<file path="src/flac_mdp_pkg.sv">
package flac_mdp_pkg;

  // parser phase
  typedef enum logic [2:0] {
    PH_MAGIC,
    PH_HEADER,
    PH_PAYLOAD,
    PH_AUDIO,
    PH_ERROR
  } phase_t;

  // position inside a vorbis comment block
  typedef enum logic [2:0] {
    CP_VENDOR_LEN,
    CP_VENDOR_STR,
    CP_COUNT,
    CP_COMMENT_LEN,
    CP_COMMENT_STR
  } cmt_phase_t;

  // byte classes
  typedef enum logic [3:0] {
    CLS_MAGIC,
    CLS_HEADER,
    CLS_PAYLOAD,
    CLS_FRAMING,
    CLS_KEY,
    CLS_SEPARATOR,
    CLS_VALUE,
    CLS_PICTURE,
    CLS_AUDIO,
    CLS_ERROR
  } byte_cls_t;

  localparam logic [6:0] TYPE_VORBIS  = 7'd4;
  localparam logic [6:0] TYPE_PICTURE = 7'd6;
  localparam logic [6:0] TYPE_MASK    = 7'b1111111;
  localparam logic [7:0] SEPARATOR    = 8'h3D;
  localparam logic [7:0] UPPER_A      = 8'h41;
  localparam logic [7:0] UPPER_Z      = 8'h5A;
  localparam logic [7:0] CASE_OFFSET  = 8'h20;

  // one input byte
  typedef struct packed {
    logic       restart;
    logic [7:0] data_byte;
  } item_t;

  // one result
  typedef struct packed {
    logic       end_of_unit;
    logic       last_block;
    logic [6:0] block_type;
    logic [7:0] out_byte;
    byte_cls_t  byte_class;
  } result_t;

  // expected magic byte per position
  function automatic logic [7:0] magic_byte(input logic [1:0] idx);
    logic [7:0] m;
    unique case (idx)
      2'd0: m = 8'h66;
      2'd1: m = 8'h4C;
      2'd2: m = 8'h61;
      2'd3: m = 8'h43;
      default: m = 8'h66;
    endcase
    return m;
  endfunction

endpackage

</file>
<file path="src/flac_mdp_in_stage.sv">
module flac_mdp_in_stage (
  input  logic                 clk,
  input  logic                 rst_n,
  input  logic                 in_valid_i,
  input  flac_mdp_pkg::item_t  in_item_i,
  input  logic                 take_i,
  output logic                 in_ready_o,
  output logic                 valid_o,
  output flac_mdp_pkg::item_t  item_o
);
  import flac_mdp_pkg::*;

  logic  valid_r;
  logic  valid_nxt;
  item_t item_r;

  // free when empty or when the held byte moves on this cycle
  assign in_ready_o = !valid_r || take_i;

  always_comb begin
    valid_nxt = valid_r;
    if (in_valid_i && in_ready_o) begin
      valid_nxt = 1'b1;
    end else if (take_i) begin
      valid_nxt = 1'b0;
    end
  end

  // control bit
  always_ff @(posedge clk) begin
    if (!rst_n) begin
      valid_r <= 1'b0;
    end else begin
      valid_r <= valid_nxt;
    end
  end

  // payload register
  always_ff @(posedge clk) begin
    if (in_valid_i && in_ready_o) begin
      item_r <= in_item_i;
    end
  end

  assign valid_o = valid_r;
  assign item_o  = item_r;

endmodule

</file>
<file path="src/flac_mdp_classify.sv">
module flac_mdp_classify (
  input  logic                   clk,
  input  logic                   rst_n,
  input  logic                   step_i,
  input  flac_mdp_pkg::item_t    item_i,
  output flac_mdp_pkg::result_t  result_o
);
  import flac_mdp_pkg::*;

  phase_t      phase_r, phase_nxt;
  logic [1:0]  idx_r, idx_nxt;
  logic [23:0] block_left_r, block_left_nxt;
  logic [6:0]  cur_type_r, cur_type_nxt;
  logic        last_flag_r, last_flag_nxt;
  cmt_phase_t  cphase_r, cphase_nxt;
  logic [31:0] accum_r, accum_nxt;
  logic [31:0] str_left_r, str_left_nxt;
  logic        seen_sep_r, seen_sep_nxt;

  // state seen by this byte (restart clears it first)
  phase_t      ph;
  logic [1:0]  idx;
  logic [23:0] blk;
  logic [6:0]  ctype;
  logic        lflag;
  cmt_phase_t  cph;
  logic [31:0] acc;
  logic [31:0] sleft;
  logic        ssep;

  logic [7:0]  b;
  logic [31:0] acc_or;
  logic [31:0] sleft_dec;
  logic [23:0] blk_dec;
  byte_cls_t   cls;
  logic [7:0]  ob;
  logic        eou;

  assign b         = item_i.data_byte;

  always_comb begin
    if (item_i.restart) begin
      ph    = PH_MAGIC;
      idx   = 2'd0;
      blk   = 24'd0;
      ctype = 7'd0;
      lflag = 1'b0;
      cph   = CP_VENDOR_LEN;
      acc   = 32'd0;
      sleft = 32'd0;
      ssep  = 1'b0;
    end else begin
      ph    = phase_r;
      idx   = idx_r;
      blk   = block_left_r;
      ctype = cur_type_r;
      lflag = last_flag_r;
      cph   = cphase_r;
      acc   = accum_r;
      sleft = str_left_r;
      ssep  = seen_sep_r;
    end
  end

  assign acc_or    = acc | ({24'd0, b} << {idx, 3'b000});
  assign sleft_dec = sleft - 32'd1;
  assign blk_dec   = blk - 24'd1;

  // next state and result for one byte
  always_comb begin
    phase_nxt      = ph;
    idx_nxt        = idx;
    block_left_nxt = blk;
    cur_type_nxt   = ctype;
    last_flag_nxt  = lflag;
    cphase_nxt     = cph;
    accum_nxt      = acc;
    str_left_nxt   = sleft;
    seen_sep_nxt   = ssep;
    cls            = CLS_ERROR;
    ob             = b;
    eou            = 1'b0;

    unique case (ph)
      PH_MAGIC: begin
        if (b == magic_byte(idx)) begin
          cls = CLS_MAGIC;
          if (idx == 2'd3) begin
            phase_nxt = PH_HEADER;
            idx_nxt   = 2'd0;
          end else begin
            idx_nxt = idx + 2'd1;
          end
        end else begin
          phase_nxt = PH_ERROR;
        end
      end
      PH_HEADER: begin
        cls = CLS_HEADER;
        if (idx == 2'd0) begin
          last_flag_nxt  = b[7];
          cur_type_nxt   = b[6:0] & TYPE_MASK;
          block_left_nxt = 24'd0;
          idx_nxt        = 2'd1;
        end else begin
          block_left_nxt = {blk[15:0], b};
          if (idx == 2'd3) begin
            idx_nxt      = 2'd0;
            cphase_nxt   = CP_VENDOR_LEN;
            accum_nxt    = 32'd0;
            str_left_nxt = 32'd0;
            seen_sep_nxt = 1'b0;
            if ({blk[15:0], b} != 24'd0) begin
              phase_nxt = PH_PAYLOAD;
            end else if (lflag) begin
              phase_nxt = PH_AUDIO;
            end else begin
              phase_nxt = PH_HEADER;
            end
          end else begin
            idx_nxt = idx + 2'd1;
          end
        end
      end
      PH_PAYLOAD: begin
        if (ctype == TYPE_VORBIS) begin
          cls = CLS_FRAMING;
          // little-endian length fields
          if (cph == CP_VENDOR_LEN || cph == CP_COUNT || cph == CP_COMMENT_LEN) begin
            accum_nxt = acc_or;
            if (idx == 2'd3) begin
              idx_nxt   = 2'd0;
              accum_nxt = 32'd0;
              if (cph == CP_VENDOR_LEN) begin
                str_left_nxt = acc_or;
                cphase_nxt   = (acc_or != 32'd0) ? CP_VENDOR_STR : CP_COUNT;
              end else if (cph == CP_COUNT) begin
                cphase_nxt = CP_COMMENT_LEN;
              end else begin
                str_left_nxt = acc_or;
                seen_sep_nxt = 1'b0;
                if (acc_or != 32'd0) begin
                  cphase_nxt = CP_COMMENT_STR;
                end else begin
                  eou = 1'b1;
                end
              end
            end else begin
              idx_nxt = idx + 2'd1;
            end
          end else if (cph == CP_VENDOR_STR) begin
            str_left_nxt = sleft_dec;
            if (sleft_dec == 32'd0) begin
              cphase_nxt = CP_COUNT;
              idx_nxt    = 2'd0;
              accum_nxt  = 32'd0;
            end
          end else begin
            // comment string: key, first separator, value
            if (!ssep && b == SEPARATOR) begin
              cls          = CLS_SEPARATOR;
              seen_sep_nxt = 1'b1;
            end else if (!ssep) begin
              cls = CLS_KEY;
              if (b >= UPPER_A && b <= UPPER_Z) begin
                ob = b + CASE_OFFSET;
              end
            end else begin
              cls = CLS_VALUE;
            end
            str_left_nxt = sleft_dec;
            if (sleft_dec == 32'd0) begin
              eou        = 1'b1;
              cphase_nxt = CP_COMMENT_LEN;
              idx_nxt    = 2'd0;
              accum_nxt  = 32'd0;
            end
          end
        end else if (ctype == TYPE_PICTURE) begin
          cls = CLS_PICTURE;
        end else begin
          cls = CLS_PAYLOAD;
        end
        // block payload countdown
        block_left_nxt = blk_dec;
        if (blk_dec == 24'd0) begin
          eou       = 1'b1;
          idx_nxt   = 2'd0;
          phase_nxt = lflag ? PH_AUDIO : PH_HEADER;
        end
      end
      PH_AUDIO: begin
        cls = CLS_AUDIO;
      end
      default: begin
        cls = CLS_ERROR;
      end
    endcase
  end

  assign result_o.byte_class  = cls;
  assign result_o.out_byte    = ob;
  assign result_o.block_type  = cur_type_nxt;
  assign result_o.last_block  = last_flag_nxt;
  assign result_o.end_of_unit = eou;

  // state registers advance once per byte that moves to the output
  always_ff @(posedge clk) begin
    if (!rst_n) begin
      phase_r      <= PH_MAGIC;
      idx_r        <= 2'd0;
      block_left_r <= 24'd0;
      cur_type_r   <= 7'd0;
      last_flag_r  <= 1'b0;
      cphase_r     <= CP_VENDOR_LEN;
      accum_r      <= 32'd0;
      str_left_r   <= 32'd0;
      seen_sep_r   <= 1'b0;
    end else if (step_i) begin
      phase_r      <= phase_nxt;
      idx_r        <= idx_nxt;
      block_left_r <= block_left_nxt;
      cur_type_r   <= cur_type_nxt;
      last_flag_r  <= last_flag_nxt;
      cphase_r     <= cphase_nxt;
      accum_r      <= accum_nxt;
      str_left_r   <= str_left_nxt;
      seen_sep_r   <= seen_sep_nxt;
    end
  end

endmodule

</file>
<file path="src/flac_mdp_out_stage.sv">
module flac_mdp_out_stage (
  input  logic                   clk,
  input  logic                   rst_n,
  input  logic                   load_i,
  input  flac_mdp_pkg::result_t  result_i,
  input  logic                   out_ready_i,
  output logic                   space_o,
  output logic                   valid_o,
  output flac_mdp_pkg::result_t  result_o
);
  import flac_mdp_pkg::*;

  logic    valid_r;
  logic    valid_nxt;
  result_t result_r;

  // room for a new result when empty or when the held one leaves now
  assign space_o = !valid_r || out_ready_i;

  always_comb begin
    valid_nxt = valid_r;
    if (load_i) begin
      valid_nxt = 1'b1;
    end else if (out_ready_i) begin
      valid_nxt = 1'b0;
    end
  end

  always_ff @(posedge clk) begin
    if (!rst_n) begin
      valid_r <= 1'b0;
    end else begin
      valid_r <= valid_nxt;
    end
  end

  always_ff @(posedge clk) begin
    if (load_i) begin
      result_r <= result_i;
    end
  end

  assign valid_o  = valid_r;
  assign result_o = result_r;

endmodule

</file>
<file path="src/flac_metadata_stream_parser_core.sv">
// FLAC metadata byte classifier. Takes one file byte per transfer and returns one
// classified result per byte, in order, at a sustained rate of one byte per clock
// while neither channel stalls. A byte passes through the input register, then
// through the classifier logic into the output register, which also advances the
// parser state; out_tvalid rises when the byte is loaded into the output register.
// Setting in_tuser on a byte starts a new file at that byte.
// Both channels may stall freely.
module flac_metadata_stream_parser_core (
  input  logic        clk,
  input  logic        rst_n,
  input  logic        in_tvalid,
  output logic        in_tready,
  input  logic [7:0]  in_tdata,   // [7:0] data_byte
  input  logic        in_tuser,   // [0] restart
  output logic        out_tvalid,
  input  logic        out_tready,
  output logic [15:0] out_tdata,  // [7:0] out_byte, [14:8] block_type, [15] last_block
  output logic [3:0]  out_tuser,  // [3:0] byte_class
  output logic        out_tlast   // end_of_unit
);
  import flac_mdp_pkg::*;

  item_t   in_item;
  item_t   s1_item;
  logic    s1_valid;
  logic    out_space;
  logic    step;
  result_t step_result;
  result_t out_result;

  assign in_item.data_byte = in_tdata;
  assign in_item.restart   = in_tuser;

  // a byte moves on when the output register has room
  assign step = s1_valid && out_space;

  flac_mdp_in_stage u_in_stage (
    .clk        (clk),
    .rst_n      (rst_n),
    .in_valid_i (in_tvalid),
    .in_item_i  (in_item),
    .take_i     (step),
    .in_ready_o (in_tready),
    .valid_o    (s1_valid),
    .item_o     (s1_item)
  );

  flac_mdp_classify u_classify (
    .clk      (clk),
    .rst_n    (rst_n),
    .step_i   (step),
    .item_i   (s1_item),
    .result_o (step_result)
  );

  flac_mdp_out_stage u_out_stage (
    .clk         (clk),
    .rst_n       (rst_n),
    .load_i      (step),
    .result_i    (step_result),
    .out_ready_i (out_tready),
    .space_o     (out_space),
    .valid_o     (out_tvalid),
    .result_o    (out_result)
  );

  assign out_tdata = {out_result.last_block, out_result.block_type, out_result.out_byte};
  assign out_tuser = out_result.byte_class;
  assign out_tlast = out_result.end_of_unit;

endmodule

</file>
<file path="config.mk">
export PLATFORM = sky130hd
export DESIGN_NAME = flac_metadata_stream_parser_core
export DESIGN_NICKNAME = d
export VERILOG_FILES = /design/src/flac_mdp_pkg.sv /design/src/flac_mdp_in_stage.sv /design/src/flac_mdp_classify.sv /design/src/flac_mdp_out_stage.sv /design/src/flac_metadata_stream_parser_core.sv
export SDC_FILE = /design/constraint.sdc
export NUM_CORES = 1
export LEC_CHECK = 0
export ABC_AREA = 1
export BUFFER_PORTS_ARGS = -buffer_cell sky130_fd_sc_hd__buf_4
export CORE_UTILIZATION = 55
export DETAILED_ROUTE_END_ITERATION = 8
export PLACE_DENSITY = 0.72
export SLEW_MARGIN = 20
export SYNTH_ARGS = -nofsm -noshare
export SYNTH_HDL_FRONTEND = slang
export SYNTH_SLANG_ARGS = --single-unit
</file>
<file path="constraint.sdc">
create_clock -name clk -period 7.36 [get_ports clk]
set_clock_uncertainty 0.05 [all_clocks]
set_input_delay 1.472 -clock clk [delete_from_list [all_inputs] [get_ports clk]]
set_output_delay 1.472 -clock clk [all_outputs]
set_load 0.02 [all_outputs]
</file>
======== Yosys cells after proc, flatten, opt, wreduce, memory -nomap -nowiden ========
Cells that the tools add are included.
word-level totals
  flip-flop bits (word level) ............. 137
  output and inout port bits .............. 23
operators by class
  add/sub/neg operators ................... 4
  $lt $le $gt $ge ......................... 2
  eq/ne operators ......................... 13
  shifts and indexed selects .............. 1
  multiplexer cells ....................... 99
  bitwise gates (word level) .............. 1
  reduce and logical (&&, ||, !) cells .... 20
operators by type and width
  cell                                                  count
  2-to-1 mux 32 bit                                     15
  one-hot mux 32 bit (2 select lines)                   2
  2-to-1 mux 8 bit                                      8
  2-to-1 mux 3 bit                                      20
  2-to-1 mux 24 bit                                     2
  one-hot mux 24 bit (2 select lines)                   1
  logical NOT 32 bit                                    1
  bitwise OR 32 bit                                     1
  one-hot mux 8 bit (4 select lines)                    1
  nonzero test 32 bit                                   1
  left shift 8 x 5 -> 32 bit                            1
  subtractor 32 x 1 -> 32 bit (second input constant)   1
  2-to-1 mux 1 bit                                      26
  logical NOT 24 bit                                    1
  nonzero test 24 bit                                   1
  subtractor 24 x 1 -> 24 bit (second input constant)   1
  2-to-1 mux 2 bit                                      11
  2-to-1 mux 7 bit                                      3
  2-to-1 mux 4 bit                                      5
  one-hot mux 4 bit (4 select lines)                    1
  equality test 7 x 3 -> 1 bit (second input constant)  2
  equality test 3 x 2 -> 1 bit (second input constant)  4
  one-hot mux 3 bit (3 select lines)                    1
  adder 8 x 6 -> 8 bit (second input constant)          1
  17 further kinds                                      29

======== Longest topological paths before layout ========
  depth in word-level cells ............... 11
  gate-level depth with buffers ........... 23

======== Hierarchy ========
A second synthesis with hierarchy kept.
second synthesis, totals
  cell total of the unflattened synthesis .. 1553
  area total of the unflattened synthesis .. 9884.5 sq um
by module, submodules not included
  module                            instances  cells each  area an instance (sq um)  sequential area each (sq um)
  flac_mdp_classify                 1          1508        8878.5                    2102.0
  flac_mdp_out_stage                1          27          676.9                     650.6
  flac_mdp_in_stage                 1          16          321.6                     290.3
  flac_metadata_stream_parser_core  1          2           7.5                       0.0

======== Least setup slack after synthesis ========
OpenSTA, ideal clock, no wires.
  kind .................................... input port to output port
  start ................................... in out_tready
  end ..................................... out in_tready
  arrival time ............................ 1.725 ns
  path slack .............................. 4.113 ns
  cell stages on the path ................. 2
  path through ............................ inv_1 -> nand3_1
on the way
  cells in the longest elaborated chain, start to end .. 3
RTL lines
  item               RTL line                                source
  start, declared    flac_metadata_stream_parser_core.sv:16  input logic out_tready,
  logical OR 1 bit   flac_mdp_out_stage.sv:18                assign space_o = !valid_r || out_ready_i;
  logical AND 1 bit  flac_metadata_stream_parser_core.sv:35  assign step = s1_valid && out_space;
  logical OR 1 bit   flac_mdp_in_stage.sv:18                 assign in_ready_o = !valid_r || take_i;
  end, declared      flac_metadata_stream_parser_core.sv:12  output logic in_tready,
No other way between the ends.

======== Worst setup path in the final report ========
  start ................................... reg u_in_stage.item_r (netlist bit u_in_stage.item_o[8])
  end ..................................... reg u_classify.str_left_r[24]
on the way
  cells in the longest elaborated chain, start to end .. 9
  elaborated cells between the ends (all ways) .. 27
  those cells by class .................... 1 x add/sub; 6 x eq/ne; 1 x shift; 14 x mux; 1 x bitwise; 4 x reduce/logical
RTL lines
  item                                                                                 RTL line                  source
  start, declared                                                                      flac_mdp_in_stage.sv:15   item_t item_r;
  start signal, assigned                                                               flac_mdp_in_stage.sv:41   item_r <= in_item_i;
  parallel branches: the longest is 8 deep, another holds subtractor 32 x 1 -> 32 bit  -
  one-hot mux 32 bit (2 select lines) *                                                flac_mdp_classify.sv:84   unique case (ph)
  end signal, assigned                                                                 flac_mdp_classify.sv:227  str_left_r <= str_left_nxt;
  end, declared                                                                        flac_mdp_classify.sv:17   logic [31:0] str_left_r, str_left_nxt;
Mark *: on every way between the ends.
A chain may end at the register's enable or synchronous reset.

==> impl_metrics.yaml <==
drt:
  post-route-drc-count: 0
  dr.first_iter.drc_count: 1443
  wl_per_cell_um: 18.2
  drt-pass1-iter-count: 6
  vias: 12700
  drt-total-wl_um: 37900
  ant_nets: 0
  avgViaCountPerCell: 6.10
place:
  place_inst: 2048
  pre_cts_ws_ns: 3.00
  io_buffers: 35
  dp_hpwl_um: 24600
  place_congestion: 0.980
floorplanning:
  row_count: 52
  start_util_pct: 56.1
  die_area_um2: 21200
  core_um2: 20200
  die_x_um: 145
  die_y_um: 145
  pin_count: 36
timing:
  finalWorstSetupSlack_ns: 2.91
  worst_pin_slew_ns: 1.06
  finalHoldViolCount: 0
  fmax_ghz: 0.225
  timing.final.crit_share_pct: 60.5
  slew_headroom_pct: 29.4
  rsz0062_at_grt: "false"
  setup_tns_ns: 0
  min_period_ns: 4.45
  slew_viol_final: 0
  setup_violations: 0
critical_path:
  critPathMaxStageDelay_ns: 0.61
  arrival_ns: 4.76
  crit_slowest_cell: "clkinv_1"
  worstPathRequired_ns: 7.67
  reg2reg_slack_ns: 2.91
  cp-startpoint: "u_in_stage.item_o[8]"
  crit_chain: "buf_4 > inv_6 > nand2_2 > inv_2 > ha_1 > nand2_1 > clkinv_1 > buf_4 > o21ai_0 > o221ai_1 > a21oi_1"
  path_max_fanout: 82
  r2r-start: "u_in_stage.item_o[8]"
  timing.critical_path.mode_cell: "buf_4"
  path_class: "flip-flop to flip-flop"
  cp-end-kind: "flip-flop"
  startpoint_type: "flip-flop"
power_and_ir_drop:
  ir_worst_vdd_v: 0.000148
  power.density_nw_per_um2: 196
  leakagePower_nw: 5.49
cts:
  hold_buffers: 0
  cts_root_buf: "clkbuf_16"
  cts.sinks: 137
  clkLatencyLatePin_ns: 0.44
  clockBufferDepth: 2
  cts_tree: "built"
  clk_pin_slew_ns: 0.07
  ctsHtreeMaxLevel: 4
  cts_resized: 0
  postCtsSetupBuffers: 0
  cts-buffers-inserted: 17
synth:
  ys_seq_elements: 137
  ys_warn_count: 0
  synth_cell_type_count: 49
  syn_nets: 1854
  ys.flop_type: "dfxtp_1"
  synth_area_um2: 11300
  synth_async_sr_flop_share_pct: 0
  syn_avg_cell_area_um2: 6.18
  yosysSeqAreaShare_pct: 26.9
  synthCells: 1830
  synth_edf_count: 30
cells_and_area:
  antennaDiodeCount: 0
  fin_cells: 2080
  final_nets: 1821
  utilization_pct: 59.9
  area_growth_pct: 6.83
  drive_above_1_share_pct: 9.67
global_route:
  grt_pass1_wl_um: 60700
  antenna_found_initial: 0
  grt_usage_pct: 35.8
  grt_max_degree: 92
  overflow: 0
  grt_pass1_vias: 11700
hold_path:
  min_path_type: "flip-flop to flip-flop"
  min-delay-start: "u_classify.block_left_r[22]"
run:
  max-cap-violations: 0
status:
  outcome: "complete, no violations"
## metal layers
| layer | vias up | GRT usage (%) | part of all wire, % |
|---|---|---|---|
| li1 | 6072 | - | - |
| met1 | 5795 | 45.6 | 41 |
| met2 | 684 | 58.1 | 45 |
| met3 | 134 | 4.92 | 8.7 |
| met4 | 0 | 20.5 | 5.3 |
| met5 | - | 0 | 0 |
## path summary, 6_finish.rpt
path / endpoint / cells past startpoint
min reg2reg: u_classify.block_left_r[22] / 2
max reg2reg: u_classify.str_left_r[24] / 11
min: u_classify.block_left_r[22] / 2
max: u_classify.str_left_r[24] / 11
## layout make-up
type | count | area, um2
Inverter | 233 | 881
Clock buffer | 17 | 425
Multi-Input combinational cell | 1360 | 6880
Clock inverter | 15 | 158
Timing Repair Buffer | 48 | 360
Tap cell | 270 | 338
Sequential cell | 137 | 3040
Fill cell | 2020 | 8080
## critical path, delay by kind of cell (launching register included)
kind                     cells  cell delay, ns
adder cells (fa/ha/maj)      1            0.31
AND/OR/NAND/NOR              2            0.79
flip-flops                   1            0.33
AO/OA/AOI/OAI                3            0.62
buffers and inverters        5            2.22
## Yosys cell counts (18+ instances only)
library cell    n  area, um2
o221ai_1       27        236
edfxtp_1       30        901
a221oi_1       19        166
o21ai_0       262       1310
clkbuf_1       63        236
a21oi_1       168        841
nand4_1        20        125
nand2_4        18        203
nand2_2        29        181
inv_1         223        837
xor2_1         18        158
nand3_1        71        355
nor2_1        191        717
dfxtp_1       107       2140
o21ai_1        48        240
nand2_1       375       1410
## logic make-up after synthesis
kind of cell             share of synthesized area [%]
adder cells (fa/ha/maj)                           1.22
buffers and inverters                             12.5
AND/OR/NAND/NOR                                   29.7
XOR/XNOR                                          1.39
flip-flops                                        26.9
AO/OA/AOI/OAI                                     28.3
## report_power, final
group	internal, W	switching (W)	leakage, nW
sequential	0.000818	0.0000387	1.16
clock	0.000452	0.000414	0.281
combinational	0.000184	0.000461	4.04
## per-stage QoR
step / hold slack (ns) / instance area (um2) / power, W
2_1_floorplan: 0.374 / 11300 / 0.00134
5_1_grt: 0.468 / 12100 / 0.00247
6_report: 0.431 / 12100 / 0.00237
4_1_cts: 0.428 / 12100 / 0.00235
3_3_place_gp: 0.416 / 11500 / 0.00149
3_5_place_dp: 0.418 / 11500 / 0.00149
## registers in the layout, indices dropped and copies added (netlist names)
signal and count:
u_classify.accum_r 32, u_classify.block_left_r 24, u_classify.cphase_r 3, u_classify.cur_type_r 7, u_classify.idx_r 2, u_classify.last_flag_r 1, u_classify.phase_r 3, u_classify.seen_sep_r 1
u_classify.str_left_r 32, u_in_stage.item_o 9, u_in_stage.valid_o 1, u_out_stage.result_o 21, u_out_stage.valid_o 1
## placed cells by master, fill, tap and decap left out, types with 19 or more instances in the layout
| cell | synthesis | final |
|---|---|---|
| inv_1 | 223 | 223 |
| buf_4 | 14 | 48 |
| a221oi_1 | 19 | 19 |
| nand2_4 | 18 | 19 |
| edfxtp_1 | 30 | 30 |
| nand2_2 | 29 | 30 |
| nor2_1 | 191 | 191 |
| nand4_1 | 20 | 20 |
| o221ai_1 | 27 | 27 |
| nand3_1 | 71 | 70 |
| dfxtp_1 | 107 | 107 |
| nand2_1 | 375 | 373 |
| o21ai_0 | 262 | 262 |
| a21oi_1 | 168 | 168 |
| o21ai_1 | 48 | 47 |
Power figures use the tool's default switching activity.
